--- config.mk ---
export PLATFORM = sky130hd
export DESIGN_NAME = jpeg_metadata_segment_stripper
export DESIGN_NICKNAME = d
export VERILOG_FILES = /design/src/rtl/jms_pkg.sv /design/src/rtl/jms_front.sv /design/src/rtl/jms_queue.sv /design/src/rtl/jms_back.sv /design/src/rtl/jpeg_metadata_segment_stripper.sv
export SDC_FILE = /design/constraint.sdc
export NUM_CORES = 1
export LEC_CHECK = 0
export BUFFER_PORTS_ARGS = -buffer_cell sky130_fd_sc_hd__buf_2
export CAP_MARGIN = 20
export CORE_MARGIN = 1.5
export CORE_UTILIZATION = 45
export DETAILED_ROUTE_END_ITERATION = 6
export GPL_ROUTABILITY_DRIVEN = 0
export HOLD_SLACK_MARGIN = 0.05
export REMOVE_ABC_BUFFERS = 1
export SLEW_MARGIN = 0
export SYNTH_ARGS = -nofsm -noshare
export SYNTH_HDL_FRONTEND = slang
export SYNTH_HIERARCHICAL = 1
export SYNTH_SLANG_ARGS = --single-unit
--- constraint.sdc ---
create_clock -name clk -period 5.95 [get_ports clk]
set_input_delay 0.595 -clock clk [delete_from_list [all_inputs] [get_ports clk]]
set_output_delay 0.595 -clock clk [all_outputs]
set_load 0.01 [all_outputs]
--- src/rtl/jms_pkg.sv ---
// ----------------------------------------------------------------------------
// jms_pkg
// Shared types and marker codes for the JPEG metadata segment stripper.
// ----------------------------------------------------------------------------
package jms_pkg;

    // Marker codes
    localparam logic [7:0] MARK_PREFIX = 8'hFF;
    localparam logic [7:0] MARK_SOI    = 8'hD8;
    localparam logic [7:0] MARK_EOI    = 8'hD9;
    localparam logic [7:0] MARK_RST0   = 8'hD0;
    localparam logic [7:0] MARK_RST7   = 8'hD7;
    localparam logic [7:0] MARK_TEM    = 8'h01;
    localparam logic [7:0] MARK_APP0   = 8'hE0;
    localparam logic [7:0] MARK_APP15  = 8'hEF;
    localparam logic [7:0] MARK_COM    = 8'hFE;
    localparam logic [7:0] MARK_SOS    = 8'hDA;

    // One result item
    typedef struct packed {
        logic [7:0] out_byte;
        logic       byte_valid;
        logic       out_last;
        logic       rejected;
    } item_t;

    // Work for the back part: one or two items from one input byte
    typedef struct packed {
        logic  two;
        item_t first;
        item_t second;
    } cmd_t;

    localparam item_t ITEM_NONE = '{out_byte: 8'h00, byte_valid: 1'b0,
                                    out_last: 1'b0, rejected: 1'b0};

    function automatic item_t data_item(input logic [7:0] b);
        item_t it;
        it = ITEM_NONE;
        it.out_byte   = b;
        it.byte_valid = 1'b1;
        return it;
    endfunction

endpackage

--- src/rtl/jms_front.sv ---
// ----------------------------------------------------------------------------
// jms_front
// Byte parser: tracks the marker/segment phase and turns each byte into
// zero, one or two result items for the back part.
// ----------------------------------------------------------------------------
module jms_front
(
    input  logic          clk,
    input  logic          rst_n,
    input  logic          accept,
    input  logic [7:0]    data_byte,
    input  logic          end_of_file,
    output logic          cmd_write,
    output jms_pkg::cmd_t cmd
);
    import jms_pkg::*;

    localparam logic [3:0] PH_START0 = 4'd0;
    localparam logic [3:0] PH_START1 = 4'd1;
    localparam logic [3:0] PH_MARK0  = 4'd2;
    localparam logic [3:0] PH_MARK1  = 4'd3;
    localparam logic [3:0] PH_LEN0   = 4'd4;
    localparam logic [3:0] PH_LEN1   = 4'd5;
    localparam logic [3:0] PH_BODY   = 4'd6;
    localparam logic [3:0] PH_COPY   = 4'd7;
    localparam logic [3:0] PH_DROP   = 4'd8;
    localparam logic [3:0] PH_REJECT = 4'd9;

    logic [3:0]  phase_reg,      phase_next;
    logic [7:0]  held_code_reg,  held_code_next;
    logic        keep_reg,       keep_next;
    logic        scan_reg,       scan_next;
    logic [7:0]  len_high_reg,   len_high_next;
    logic [15:0] bytes_left_reg, bytes_left_next;

    logic [1:0]  cnt;
    item_t       item0;
    item_t       item1;
    logic [15:0] seg_len;
    logic [15:0] left_dec;

    always_comb
    begin
        phase_next      = phase_reg;
        held_code_next  = held_code_reg;
        keep_next       = keep_reg;
        scan_next       = scan_reg;
        len_high_next   = len_high_reg;
        bytes_left_next = bytes_left_reg;
        cnt             = 2'd0;
        item0           = ITEM_NONE;
        item1           = ITEM_NONE;
        seg_len         = {len_high_reg, data_byte};
        left_dec        = (bytes_left_reg != 16'd0) ? bytes_left_reg - 16'd1 : 16'd0;

        case (phase_reg)
            PH_START0:
            begin
                if (data_byte != MARK_PREFIX || end_of_file)
                begin
                    item0.out_last = 1'b1;
                    item0.rejected = 1'b1;
                    cnt            = 2'd1;
                    phase_next     = PH_REJECT;
                end
                else
                begin
                    phase_next = PH_START1;
                end
            end
            PH_START1:
            begin
                if (data_byte != MARK_SOI)
                begin
                    item0.out_last = 1'b1;
                    item0.rejected = 1'b1;
                    cnt            = 2'd1;
                    phase_next     = PH_REJECT;
                end
                else
                begin
                    item0      = data_item(MARK_PREFIX);
                    item1      = data_item(MARK_SOI);
                    cnt        = 2'd2;
                    phase_next = PH_MARK0;
                end
            end
            PH_MARK0:
            begin
                if (data_byte != MARK_PREFIX)
                begin
                    item0      = data_item(data_byte);
                    cnt        = 2'd1;
                    phase_next = PH_COPY;
                end
                else
                begin
                    phase_next = PH_MARK1;
                end
            end
            PH_MARK1:
            begin
                if (data_byte == MARK_EOI)
                begin
                    item0      = data_item(MARK_PREFIX);
                    item1      = data_item(MARK_EOI);
                    cnt        = 2'd2;
                    phase_next = PH_DROP;
                end
                else if (data_byte inside {[MARK_RST0:MARK_RST7], MARK_TEM})
                begin
                    item0      = data_item(MARK_PREFIX);
                    item1      = data_item(data_byte);
                    cnt        = 2'd2;
                    phase_next = PH_MARK0;
                end
                else
                begin
                    held_code_next = data_byte;
                    keep_next      = !(data_byte inside {[MARK_APP0:MARK_APP15], MARK_COM});
                    scan_next      = (data_byte == MARK_SOS);
                    phase_next     = PH_LEN0;
                end
            end
            PH_LEN0:
            begin
                len_high_next = data_byte;
                if (keep_reg && !end_of_file)
                begin
                    item0 = data_item(MARK_PREFIX);
                    item1 = data_item(held_code_reg);
                    cnt   = 2'd2;
                end
                phase_next = PH_LEN1;
            end
            PH_LEN1:
            begin
                if (seg_len < 16'd2)
                begin
                    seg_len = 16'd2;
                end
                bytes_left_next = seg_len - 16'd2;
                if (keep_reg)
                begin
                    item0 = data_item(len_high_reg);
                    item1 = data_item(data_byte);
                    cnt   = 2'd2;
                end
                if (scan_reg)
                begin
                    phase_next = PH_COPY;
                end
                else if (bytes_left_next == 16'd0)
                begin
                    phase_next = PH_MARK0;
                end
                else
                begin
                    phase_next = PH_BODY;
                end
            end
            PH_BODY:
            begin
                if (keep_reg)
                begin
                    item0 = data_item(data_byte);
                    cnt   = 2'd1;
                end
                bytes_left_next = left_dec;
                if (left_dec == 16'd0)
                begin
                    phase_next = PH_MARK0;
                end
            end
            PH_COPY:
            begin
                item0 = data_item(data_byte);
                cnt   = 2'd1;
            end
            default:
            begin
                // drop after EOI, or a rejected file: emit nothing
            end
        endcase

        if (end_of_file)
        begin
            case (cnt)
                2'd0:
                begin
                    if (phase_reg != PH_REJECT)
                    begin
                        item0          = ITEM_NONE;
                        item0.out_last = 1'b1;
                        cnt            = 2'd1;
                    end
                end
                2'd1:    item0.out_last = 1'b1;
                default: item1.out_last = 1'b1;
            endcase
            // return to the reset state for the next file
            phase_next      = PH_START0;
            held_code_next  = 8'h00;
            keep_next       = 1'b0;
            scan_next       = 1'b0;
            len_high_next   = 8'h00;
            bytes_left_next = 16'd0;
        end
    end

    assign cmd_write  = accept && (cnt != 2'd0);
    assign cmd.two    = (cnt == 2'd2);
    assign cmd.first  = item0;
    assign cmd.second = item1;

    always_ff @(posedge clk or negedge rst_n)
    begin
        if (!rst_n)
        begin
            phase_reg      <= PH_START0;
            held_code_reg  <= 8'h00;
            keep_reg       <= 1'b0;
            scan_reg       <= 1'b0;
            len_high_reg   <= 8'h00;
            bytes_left_reg <= 16'd0;
        end
        else if (accept)
        begin
            phase_reg      <= phase_next;
            held_code_reg  <= held_code_next;
            keep_reg       <= keep_next;
            scan_reg       <= scan_next;
            len_high_reg   <= len_high_next;
            bytes_left_reg <= bytes_left_next;
        end
    end

endmodule

--- src/rtl/jms_queue.sv ---
// ----------------------------------------------------------------------------
// jms_queue
// Short FIFO of parser commands between the front and back parts.
// ----------------------------------------------------------------------------
module jms_queue
#(
    parameter int DEPTH = 4
)
(
    input  logic          clk,
    input  logic          rst_n,
    input  logic          wr_en,
    input  jms_pkg::cmd_t wr_cmd,
    output logic          q_full,
    input  logic          rd_en,
    output jms_pkg::cmd_t rd_cmd,
    output logic          q_empty
);
    import jms_pkg::*;

    localparam int PW = (DEPTH > 1) ? $clog2(DEPTH) : 1;
    localparam int CW = $clog2(DEPTH + 1);
    localparam logic [PW-1:0] LAST_PTR = PW'(DEPTH - 1);
    localparam logic [CW-1:0] FULL_CNT = CW'(DEPTH);

    cmd_t          slot_reg [DEPTH];
    logic [PW-1:0] wptr_reg, wptr_next;
    logic [PW-1:0] rptr_reg, rptr_next;
    logic [CW-1:0] count_reg, count_next;
    logic          do_wr;
    logic          do_rd;

    assign q_full  = (count_reg == FULL_CNT);
    assign q_empty = (count_reg == '0);
    assign do_wr   = wr_en && !q_full;
    assign do_rd   = rd_en && !q_empty;
    assign rd_cmd  = slot_reg[rptr_reg];

    always_comb
    begin
        wptr_next  = do_wr ? ((wptr_reg == LAST_PTR) ? '0 : wptr_reg + 1'b1) : wptr_reg;
        rptr_next  = do_rd ? ((rptr_reg == LAST_PTR) ? '0 : rptr_reg + 1'b1) : rptr_reg;
        count_next = count_reg + CW'(do_wr) - CW'(do_rd);
    end

    always_ff @(posedge clk)
    begin
        if (do_wr)
        begin
            slot_reg[wptr_reg] <= wr_cmd;
        end
    end

    always_ff @(posedge clk or negedge rst_n)
    begin
        if (!rst_n)
        begin
            wptr_reg  <= '0;
            rptr_reg  <= '0;
            count_reg <= '0;
        end
        else
        begin
            wptr_reg  <= wptr_next;
            rptr_reg  <= rptr_next;
            count_reg <= count_next;
        end
    end

endmodule

--- src/rtl/jms_back.sv ---
// ----------------------------------------------------------------------------
// jms_back
// Result sequencer: unpacks one- or two-item commands into the output
// register, one item per cycle while that register is free or being popped.
// ----------------------------------------------------------------------------
module jms_back
(
    input  logic          clk,
    input  logic          rst_n,
    input  logic          q_empty,
    input  jms_pkg::cmd_t rd_cmd,
    output logic          rd_en,
    output jms_pkg::item_t out_item,
    output logic          out_empty,
    input  logic          out_pop
);
    import jms_pkg::*;

    item_t out_reg;
    logic  out_full_reg;
    item_t second_reg;
    logic  second_pend_reg;
    logic  slot_free;

    assign slot_free = !out_full_reg || out_pop;
    assign rd_en     = slot_free && !second_pend_reg && !q_empty;
    assign out_item  = out_reg;
    assign out_empty = !out_full_reg;

    always_ff @(posedge clk)
    begin
        if (slot_free && second_pend_reg)
        begin
            out_reg <= second_reg;
        end
        else if (rd_en)
        begin
            out_reg    <= rd_cmd.first;
            second_reg <= rd_cmd.second;
        end
    end

    always_ff @(posedge clk or negedge rst_n)
    begin
        if (!rst_n)
        begin
            out_full_reg    <= 1'b0;
            second_pend_reg <= 1'b0;
        end
        else if (slot_free)
        begin
            if (second_pend_reg)
            begin
                out_full_reg    <= 1'b1;
                second_pend_reg <= 1'b0;
            end
            else
            begin
                out_full_reg    <= !q_empty;
                second_pend_reg <= !q_empty && rd_cmd.two;
            end
        end
    end

endmodule

--- src/rtl/jpeg_metadata_segment_stripper.sv ---
// ----------------------------------------------------------------------------
// jpeg_metadata_segment_stripper
// Streams a JPEG file byte by byte and removes APPn and COM segments.
// ----------------------------------------------------------------------------
// Push one file byte per item (end_of_file marks the last one) and pop the
// cleaned bytes from the result side. The front parser takes one byte per
// clock while full is low; each byte yields zero, one or two result items
// (a marker pair such as FF D8 gives two), packed into one command in a
// QUEUE_DEPTH-entry queue. The back sequencer moves one item per clock into
// the output register while it is free or being popped, so a byte that
// yields a pair takes the output register twice; the output register is
// the limit. A file not starting with FF D8 gives one item with
// rejected=1 and out_last=1 and nothing else. When the final byte yields no
// data, an empty item (byte_valid=0, out_last=1) closes the file. Files may
// follow each other directly; the parser rearms after every end_of_file.
// ----------------------------------------------------------------------------
module jpeg_metadata_segment_stripper
#(
    parameter int QUEUE_DEPTH = 4
)
(
    input  logic       clk,
    input  logic       rst_n,
    input  logic       push,
    output logic       full,
    input  logic [7:0] data_byte,
    input  logic       end_of_file,
    output logic       empty,
    input  logic       pop,
    output logic [7:0] out_byte,
    output logic       byte_valid,
    output logic       out_last,
    output logic       rejected
);
    import jms_pkg::*;

    logic  accept;
    logic  cmd_write;
    cmd_t  wr_cmd;
    cmd_t  rd_cmd;
    logic  q_full;
    logic  q_empty;
    logic  rd_en;
    item_t out_item;

    // take a byte whenever the command queue has room
    assign full   = q_full;
    assign accept = push && !q_full;

    jms_front u_front
    (
        .clk         (clk),
        .rst_n       (rst_n),
        .accept      (accept),
        .data_byte   (data_byte),
        .end_of_file (end_of_file),
        .cmd_write   (cmd_write),
        .cmd         (wr_cmd)
    );

    jms_queue #(.DEPTH(QUEUE_DEPTH)) u_queue
    (
        .clk     (clk),
        .rst_n   (rst_n),
        .wr_en   (cmd_write),
        .wr_cmd  (wr_cmd),
        .q_full  (q_full),
        .rd_en   (rd_en),
        .rd_cmd  (rd_cmd),
        .q_empty (q_empty)
    );

    jms_back u_back
    (
        .clk       (clk),
        .rst_n     (rst_n),
        .q_empty   (q_empty),
        .rd_cmd    (rd_cmd),
        .rd_en     (rd_en),
        .out_item  (out_item),
        .out_empty (empty),
        .out_pop   (pop)
    );

    // present the head result item field by field
    assign out_byte   = out_item.out_byte;
    assign byte_valid = out_item.byte_valid;
    assign out_last   = out_item.out_last;
    assign rejected   = out_item.rejected;

endmodule

Word-level counts from Yosys, hierarchy flattened. Memories as Yosys holds them, arrays and structs flattened. Index checks and enable logic that the tools add are counted.

Logic and storage cells: 165. Memory bits (writable): 92. Memories: 1. Register bits: 69. Output and inout bits: 13. Input bits: 13.

$add $sub $neg: 6. Bitwise logic cells: 1. Eq/ne operators: 22. Reductions and logical operators: 39. Order comparisons: 5. Muxes and demuxes: 72.

Memories: u_queue.slot_reg (depth 4, bits a word 23, rd ports 1, clocked after memory_dff 0, write ports 1, RTL line jms_queue.sv:26) `cmd_t slot_reg [DEPTH];`.

Operators by type and width (number): 11-bit two-way mux (14); 16-bit two-way mux (4); 9-bit one-hot mux with 7 select lines (1); 8-bit two-way mux (6); 11-bit one-hot mux with 4 select lines (1); 16-bit logical NOT (2); 16-bit one-hot mux with 2 select lines (1); 4-bit one-hot mux with 7 select lines (1); 8-bit equality test (second input constant) (3); 2-bit two-way mux (12); 4-bit two-way mux (5); 1-bit two-way mux (18); 9-bit two-way mux (2); 4-bit by 3-bit equality test with 1-bit output (second input constant) (4); 8-bit >= comparator (second input constant) (2); 8-bit <= comparator (second input constant) (2); 16-bit by 2-bit < comparator with 1-bit output (second input constant) (1); 8-bit inequality test (second input constant) (2); 2-bit one-hot mux with 8 select lines (1); 16-bit nonzero test (1); 16-bit by 1-bit subtractor with 16-bit output (second input constant) (1); 16-bit by 2-bit subtractor with 16-bit output (second input constant) (1); 2-bit one-hot mux with 7 select lines (1); 3-bit two-way mux (4); 27 further kinds (55).

Depth between registers and ports, before layout. Gate-level depths: netlist of the first run.

Depth in word-level cells: 14. Mapped depth: 16. Gate-level depth less buffers: 15.

Modules after synthesis. Netlist of the first run, hierarchy kept.

By module, submodules not included: jms_queue (area an instance 3807.4 µm², cells an instance 160, seq. area each 2937.8 µm², instances 1); jms_front (area an instance 3121.7 µm², cells an instance 395, seq. area each 950.9 µm², instances 1); jms_back (area an instance 940.9 µm², cells an instance 46, seq. area each 710.7 µm², instances 1); jpeg_metadata_segment_stripper (area an instance 13.8 µm², cells an instance 1, seq. area each 0.0 µm², instances 1).

Worst setup path before layout of the first run. Ideal clock, no wire load.

Path kind: input-to-reg. Start: in data_byte[1]. End: reg u_queue.count_reg[2]. Buffers on the path: 1. Slack: 2470 ps. Stages: 16. Arrival time: 3358 ps. Cell sequence: clkbuf_1 -> nor2_1 -> and3_1 -> o2bb2ai_1 -> nand2_1 -> and3_1 -> nand2_1 -> o41a_1 -> nor2b_2 -> inv_1 -> ha_1 -> inv_1 -> ha_1 -> fa_1 -> xnor2_1 -> xnor2_1.

Longest elaborated chain between the ends: 14. Elaborated cells on any way between the ends: 24.

RTL lines: start, declared (RTL line jpeg_metadata_segment_stripper.sv:26) `input logic [7:0] data_byte,`; 8-bit >= comparator or 8-bit <= comparator (tied branches) (RTL line jms_front.sv:110) `else if (data_byte inside {[MARK_RST0:MARK_RST7], MARK_TEM})`; 1-bit logical AND (RTL line jms_front.sv:110); 2-bit nonzero test (RTL line jms_front.sv:110); 2-bit two-way mux (RTL line jms_front.sv:110); 2-bit two-way mux (RTL line jms_front.sv:103) `if (data_byte == MARK_EOI)`; 2-bit one-hot mux with 8 select lines * (RTL line jms_front.sv:56) `case (phase_reg)`; 2-bit logical NOT or 2-bit two-way mux (tied branches) (RTL line jms_front.sv:188, jms_front.sv:191); 2-bit two-way mux (RTL line jms_front.sv:188) `case (cnt)`; 2-bit two-way mux * (RTL line jms_front.sv:186) `if (end_of_file)`; 2-bit nonzero test * (RTL line jms_front.sv:211) `assign cmd_write = accept && (cnt != 2'd0);`; 1-bit logical AND * (RTL line jms_front.sv:211); named net cmd_write (RTL line jpeg_metadata_segment_stripper.sv:38) `logic cmd_write;`; 1-bit logical AND * (RTL line jms_queue.sv:35) `assign do_wr = wr_en && !q_full;`; 3-bit by 1-bit adder with 3-bit output * (RTL line jms_queue.sv:43) `count_next = count_reg + CW'(do_wr) - CW'(do_rd);`; 3-bit by 1-bit subtractor with 3-bit output * (RTL line jms_queue.sv:43); named net u_queue.count_next[2] (RTL line jms_queue.sv:29) `logic [CW-1:0] count_reg, count_next;`; end signal, assigned (RTL line jms_queue.sv:66) `count_reg <= count_next;`; end, declared (RTL line jms_queue.sv:29).

The timed path passes the listed nets; every way through them passes the cells marked *. A chain may end at the register's enable or synchronous reset.

Final worst setup path of the first run.
Start: reg u_front.phase_reg[2]. End: reg u_queue.count_reg[2].

Longest elaborated chain between the ends: 10. Elaborated cells on any way between the ends: 19.

RTL lines: start, declared (RTL line jms_front.sv:29) `logic [3:0] phase_reg, phase_next;`; start signal, assigned (RTL line jms_front.sv:229) `phase_reg <= phase_next;`; 4-bit by 3-bit equality test with 1-bit output, or another cell as far along (RTL line jms_front.sv:56); 2-bit one-hot mux with 8 select lines (RTL line jms_front.sv:56); 2-bit two-way mux or 2-bit logical NOT (tied branches) (RTL line jms_front.sv:191, jms_front.sv:188); 2-bit two-way mux (RTL line jms_front.sv:188); 2-bit two-way mux * (RTL line jms_front.sv:186); 2-bit nonzero test * (RTL line jms_front.sv:211); 1-bit logical AND * (RTL line jms_front.sv:211); named net cmd_write (RTL line jpeg_metadata_segment_stripper.sv:38); 1-bit logical AND * (RTL line jms_queue.sv:35); 3-bit by 1-bit adder with 3-bit output * (RTL line jms_queue.sv:43); 3-bit by 1-bit subtractor with 3-bit output * (RTL line jms_queue.sv:43); named net u_queue.count_next[2] (RTL line jms_queue.sv:29).

Marked as above.

==> results of run 1 <==
## worst register-to-register path, stage by stage, from the launching register on
cell and delay, ns:
dfrtp_1 0.61, nand2b_1 0.17, nor3_1 0.23, and3_1 0.39, inv_1 0.07, and3_1 0.32, nand2_1 0.22, o41a_1 0.20
nor2b_2 0.25, inv_1 0.07, ha_1 0.28, inv_1 0.04, ha_1 0.20, fa_1 0.40, xnor2_1 0.19, xnor2_1 0.13
## cells by family after synthesis
group / synth area share, %
buffers and inverters: 3.46
AO/OA/AOI/OAI: 10.6
AND/OR/NAND/NOR: 13.4
multiplexers: 10.2
flip-flops: 58.3
adder cells (fa/ha/maj): 1.84
XOR/XNOR: 2.11
other: 0.0476
## through the flow
step	util [%]	instances	setup WS [ns]	instance area, µm²
after floorplan	-	563	2.54	7670
after global placement	47.3	823	1.87	8160
after detailed placement	47.4	825	1.73	8170
after CTS	50.5	857	2.13	8710
after global routing	50.6	858	1.71	8730
final	50.6	858	2.11	8730
## Yosys cell counts (3+ instances only)
| cell | instances |
|---|---|
| nor3_1 | 18 |
| nand4_1 | 3 |
| mux4_1 | 5 |
| ha_1 | 10 |
| mux4_2 | 18 |
| and2_1 | 5 |
| dfrtp_1 | 47 |
| a221o_1 | 3 |
| nor4_1 | 4 |
| mux2_4 | 14 |
| or3_1 | 7 |
| buf_6 | 3 |
| o31ai_1 | 7 |
| nand3_1 | 14 |
| mux2_2 | 4 |
| a31oi_1 | 5 |
| a21oi_1 | 13 |
| xnor2_1 | 10 |
| inv_1 | 16 |
| a22oi_1 | 8 |
| nand4b_1 | 3 |
| a22o_1 | 16 |
| nor2_1 | 27 |
| o22ai_1 | 4 |
| buf_2 | 5 |
| nand2_1 | 67 |
| edfxtp_1 | 114 |
| o21ai_0 | 38 |
| or2_2 | 3 |
| xor2_1 | 9 |
| and3_1 | 10 |
| clkbuf_1 | 26 |
| nand2b_1 | 7 |
| or4_1 | 6 |
## layer usage
layer | vias to the layer above | share of wire [%] | track usage [%]
met5 | - | 0 | 0
met4 | 0 | 2.4 | 8.66
met3 | 29 | 4.8 | 3.85
met2 | 153 | 48 | 31.2
met1 | 2484 | 45 | 25.9
li1 | 2321 | - | -
## layout make-up
class,instances,area share [%]
multi-input cells,386,34.6
inverters,16,0.688
clock inverters,14,1.19
repair buffers,38,2.70
flip-flops and latches,161,52.7
well taps,225,3.23
clock buffers,18,4.92
## report_power, final
part | total [mW] | switching, mW | internal [mW]
Clock | 0.982 | 0.444 | 0.538
Sequential | 1.69 | 0.171 | 1.51
Combinational | 1.14 | 0.607 | 0.528
Total | 3.80 | 1.22 | 2.58
## worst max-delay path by stage
stage	start	end	cells past startpoint
after global placement	end_of_file	u_queue/count_reg[2]	15
after detailed placement	end_of_file	u_queue/count_reg[2]	15
after CTS	u_front/phase_reg[2]	u_queue/count_reg[2]	15
final	u_front/phase_reg[2]	u_queue/count_reg[2]	15
after global routing	u_front/phase_reg[2]	u_queue/count_reg[2]	15
after floorplan	data_byte[5]	u_queue/count_reg[2]	15
==> impl_metrics.json, run 1 <==
{
  "outcome": "finished, final reports clean",
  "routed_wirelength_um": 16700,
  "period_needed_ns": 3.84,
  "die_h_um": 135,
  "syn_to_final_growth_pct": 10.7,
  "syn-cell-area_um2": 7880,
  "critPathBufInv": 3,
  "synth_top_area_cell": "edfxtp_1",
  "synthCells": 602,
  "rows": 48,
  "regArea_um2": 4600,
  "vdd_ir_drop_max_mv": 0.213,
  "vias": 4987,
  "fin_hold_ws_ns": 0.0559,
  "period_share_pct": 64.5,
  "die_area_um2": 18300,
  "cts_max_level": 4,
  "drtAntennaViolNets": 0,
  "drv_cap": 0,
  "synth.avg_cell_area_um2": 13.1,
  "postCtsHoldBufs": 0,
  "viasPerCell": 5.81,
  "post_cts_buffers": 0,
  "slew_viol_final": 0,
  "cts_root_buf": "clkbuf_16",
  "synth-edff-count": 114,
  "tightestPinTransition_ns": 0.961,
  "cp_slowest_stage_delay_ns": 0.61,
  "fin_skew_ns": 0.00787,
  "antenna_found_initial": 0,
  "crit_path_frequent_cell": "inv_1",
  "endpoint_kind": "register",
  "rsz0062_at_grt": "no",
  "initial_core_util_pct": 45.7,
  "ys_seq_area_share_pct": 58.3,
  "ff2ff_setup_slack_ns": 2.11,
  "grt_use_total_pct": 19.5,
  "grt_max_degree": 48,
  "overflow": 0,
  "path_max_fanout": 16,
  "cts_tree": "built",
  "synth_top_area_share_pct": 43.4,
  "first_iter_violations": 504,
  "rr_startpoint": "u_front/phase_reg[2]",
  "layout-drive-gt1-share_pct": 19.4,
  "io_buffers": 25,
  "clock_sinks": 161,
  "final_common_cell": "edfxtp_1",
  "power-per-cell-area_nw_per_um2": 436,
  "multiInputGateArea_um2": 3020,
  "ys_ff_latch": 161,
  "fmaxAchievable_mhz": 260,
  "nFillCells": 1448,
  "core_region_area_um2": 17200,
  "largest_reg_flops": 92,
  "reg2reg_depth": 15,
  "grt_pass1_vias": 4888,
  "wl_per_cell_um": 19.5,
  "worst_skew_pair.late_latency_ns": 0.42,
  "setup-violations-final": 0,
  "r2r-end": "u_queue/count_reg[2]",
  "synth_async_sr_flop_share_pct": 29.2,
  "drcViolationCount": 0,
  "grt_pass1_wl_um": 26600,
  "yosysWarnings": 6,
  "ys.flop_type": "edfxtp_1",
  "crit_family": "simple AND/OR/NAND/NOR gates",
  "required_ns": 6.29,
  "antenna_cells": 0,
  "hp-class": "primary input to asynchronous set/reset pin",
  "ios": 26,
  "crit_path_start_kind": "register",
  "ys_types": 73,
  "worstPathArrival_ns": 4.18,
  "crit_type": "register to register",
  "clockBufferDepth": 2,
  "finalPower_mw": 3.80,
  "finalHoldViolCount": 0,
  "dp_hpwl_um": 11200,
  "die_width_um": 135,
  "relSlewSlack_pct": 35.5,
  "tns_ns": 0,
  "synth.top_cells.by_area": "edfxtp_1 43%, dfrtp_1 15%, mux4_2 5.1%",
  "cpMaxStageDelayCell": "dfrtp_1",
  "cts_made_buffers": 17,
  "mostFrequentLayoutCells": "114 x edfxtp_1, 67 x nand2_1, 47 x dfrtp_1",
  "crit_chain": "nand2b_1 -> nor3_1 -> and3_1 -> inv_1 -> and3_1 -> nand2_1 -> o41a_1 -> nor2b_2 -> inv_1 -> ha_1 -> inv_1 -> ha_1 -> fa_1 -> xnor2_1 -> xnor2_1",
  "p_leak_nw": 3.40,
  "drt-pass1-iter-count": 5,
  "nets": 644,
  "path_clk_slew_ns": 0.06,
  "post_cts_resized": 0
}
(Power assumes the default switching activity.)
==> run 2: changes to the inputs <==
- ABC_AREA: default -> 1
- clock period: 5.95 -> 3.8 ns (I/O delays scaled with it)
==> run 2 against run 1 <==
Compared with the run above: register-to-register slack worse by 1.7 ns; routed wire length is 14% higher; combinational power rose by 84%; largest power group unchanged; worst setup slack got worse by 1.7 ns; sequential share of layout area fell by 2.5 points; clock power grew 64%; sequential power increased by 63%; flip-flop and latch count unchanged; synthesized cell count grew 51%; final area increased by 5.0%.
==> impl_metrics.json, run 2 <==
{
  "outcome": "finished, final reports clean",
  "synth-edff-count": 114,
  "fin_cells": 1181,
  "postCtsHoldBufs": 1,
  "dp.cells": 1148,
  "power-per-cell-area_nw_per_um2": 705,
  "finalPower_mw": 6.46,
  "crit_type": "register to register",
  "path_clk_slew_ns": 0.06,
  "drcViolationCount": 0,
  "vias": 6304,
  "cts_tree": "built",
  "routed_wirelength_um": 19100,
  "viasPerCell": 5.34,
  "period_needed_ns": 3.40,
  "wl_per_cell_um": 16.1,
  "hp-class": "primary input to register",
  "synth_top_area_share_pct": 41.3,
  "io_buffers": 25,
  "die_h_um": 139,
  "worstPathArrival_ns": 3.76,
  "die_width_um": 139,
  "ff2ff_setup_slack_ns": 0.40,
  "synthTopCellsByCount": "240 x nand2_1, 133 x inv_1, 114 x edfxtp_1, 75 x nand3_1, 71 x nor2_1",
  "endpoint_kind": "register",
  "post_cts_resized": 0,
  "drtAntennaViolNets": 0,
  "final_common_cell": "nand2_1",
  "tightestPinTransition_ns": 0.883,
  "period_share_pct": 89.4,
  "rsz0062_at_grt": "no",
  "initial_core_util_pct": 46.0,
  "synth.top_cells.by_area": "edfxtp_1 41%, dfrtp_1 14%, nand2_1 11%",
  "relSlewSlack_pct": 41.1,
  "ys.flop_type": "edfxtp_1",
  "post_cts_buffers": 0,
  "fin_skew_ns": 0.00848,
  "tns_ns": 0,
  "layout-drive-gt1-share_pct": 11.3,
  "path_max_fanout": 7,
  "grt_pass1_wl_um": 31400,
  "rows": 49,
  "synth_async_sr_flop_share_pct": 29.2,
  "grt_use_total_pct": 20.8,
  "worst_skew_pair.late_latency_ns": 0.42,
  "first_iter_violations": 441,
  "ys_ff_latch": 161,
  "clockBufferDepth": 2,
  "setup-violations-final": 0,
  "fmaxAchievable_mhz": 294,
  "vdd_ir_drop_max_mv": 0.434,
  "overflow": 0,
  "drt-pass1-iter-count": 7,
  "core_region_area_um2": 18000,
  "cts_made_buffers": 17,
  "syn-cell-area_um2": 8290,
  "ys_types": 39,
  "largest_reg_flops": 92,
  "slew_viol_final": 0,
  "dp_hpwl_um": 13500,
  "crit_path_start_kind": "register",
  "grt_max_degree": 52,
  "synth_top_area_cell": "edfxtp_1",
  "antenna_found_initial": 0,
  "clock_sinks": 161,
  "cts_root_buf": "clkbuf_16",
  "cts_max_level": 4,
  "syn_to_final_growth_pct": 10.5,
  "nets": 963,
  "p_leak_nw": 4.03,
  "ys_seq_area_share_pct": 55.5,
  "synth.avg_cell_area_um2": 9.11,
  "mostFrequentLayoutCells": "240 x nand2_1, 133 x inv_1, 114 x edfxtp_1",
  "drv_cap": 0,
  "ios": 26,
  "finalHoldViolCount": 0,
  "required_ns": 4.16,
  "yosysWarnings": 6,
  "die_area_um2": 19200,
  "synth.most_common_cell": "nand2_1",
  "antenna_cells": 0,
  "synthCells": 910,
  "grt_pass1_vias": 5949
}
## run 2: per-layer routing
metal	wire [µm]	GRT usage (%)
met2	8870	33.2
met5	0	0
met1	8800	29.0
met4	414	7.51
met3	982	3.07
## run 2: kinds of logic after synthesis
logic type                 share of synthesized area (%)
xor gates and xnor gates                           0.740
and+or+nand+nor                                     21.6
DFF                                                 55.5
other                                             0.0452
buffers and inverters                               9.06
AOI/OAI and AO/OA                                   11.3
adders and majority gates                           1.75
## run 2: area by class of cell
type	count	area, µm²
well taps	229	287
clock inverters	15	131
inverters	141	529
multi-input cells	578	2950
clock buffers	17	425
flip-flops and latches	161	4600
repair buffers	40	240
fillers	1736	8860
## run 2: critical path: stages, from the launching register on
cell and delay, ns:
dfrtp_1 0.40, nor2_1 0.20, inv_1 0.11, nor2_1 0.27, nand3_1 0.22, nand4_1 0.19, nor2_2 0.08, inv_1 0.15
nor3_1 0.07, a21oi_1 0.28, nand2_2 0.19, ha_1 0.31, inv_1 0.04, ha_1 0.20, fa_1 0.40, nand3b_1 0.16
nand2_1 0.06
## run 2: power by group
group          switching (mW)  internal (mW)  total [mW]  leakage (nW)
registers               0.299           2.46        2.76          1.68
logic                    1.42          0.677        2.10          2.08
clock network           0.702          0.907        1.61         0.273
total                    2.42           4.04        6.46          4.03
## run 2: path summary, 6_finish.rpt
kind | from | to | cells past startpoint
setup / recovery | u_front/phase_reg[2] | u_queue/count_reg[2] | 16
max in group asynchronous | rst_n | u_front/len_high_reg[6] | 3
hold reg to reg | u_queue/count_reg[0] | u_queue/count_reg[0] | 1
setup reg to reg | u_front/phase_reg[2] | u_queue/count_reg[2] | 16
min in group asynchronous | rst_n | u_back/out_full_reg | 2
hold / removal | pop | u_back/second_pend_reg | 4
## run 2: stage by stage
step           hold slack (ns)  worst slack (ns)  util [%]  instance area, µm²
3_5_place_dp             0.467             0.326      47.7                8590
3_3_place_gp             0.449             0.399      47.7                8590
6_report                 0.251             0.404      50.8                9160
5_1_grt                  0.283             0.107      50.8                9160
2_1_floorplan           0.0844             0.595         -                8070
4_1_cts                  0.243             0.478      50.8                9160
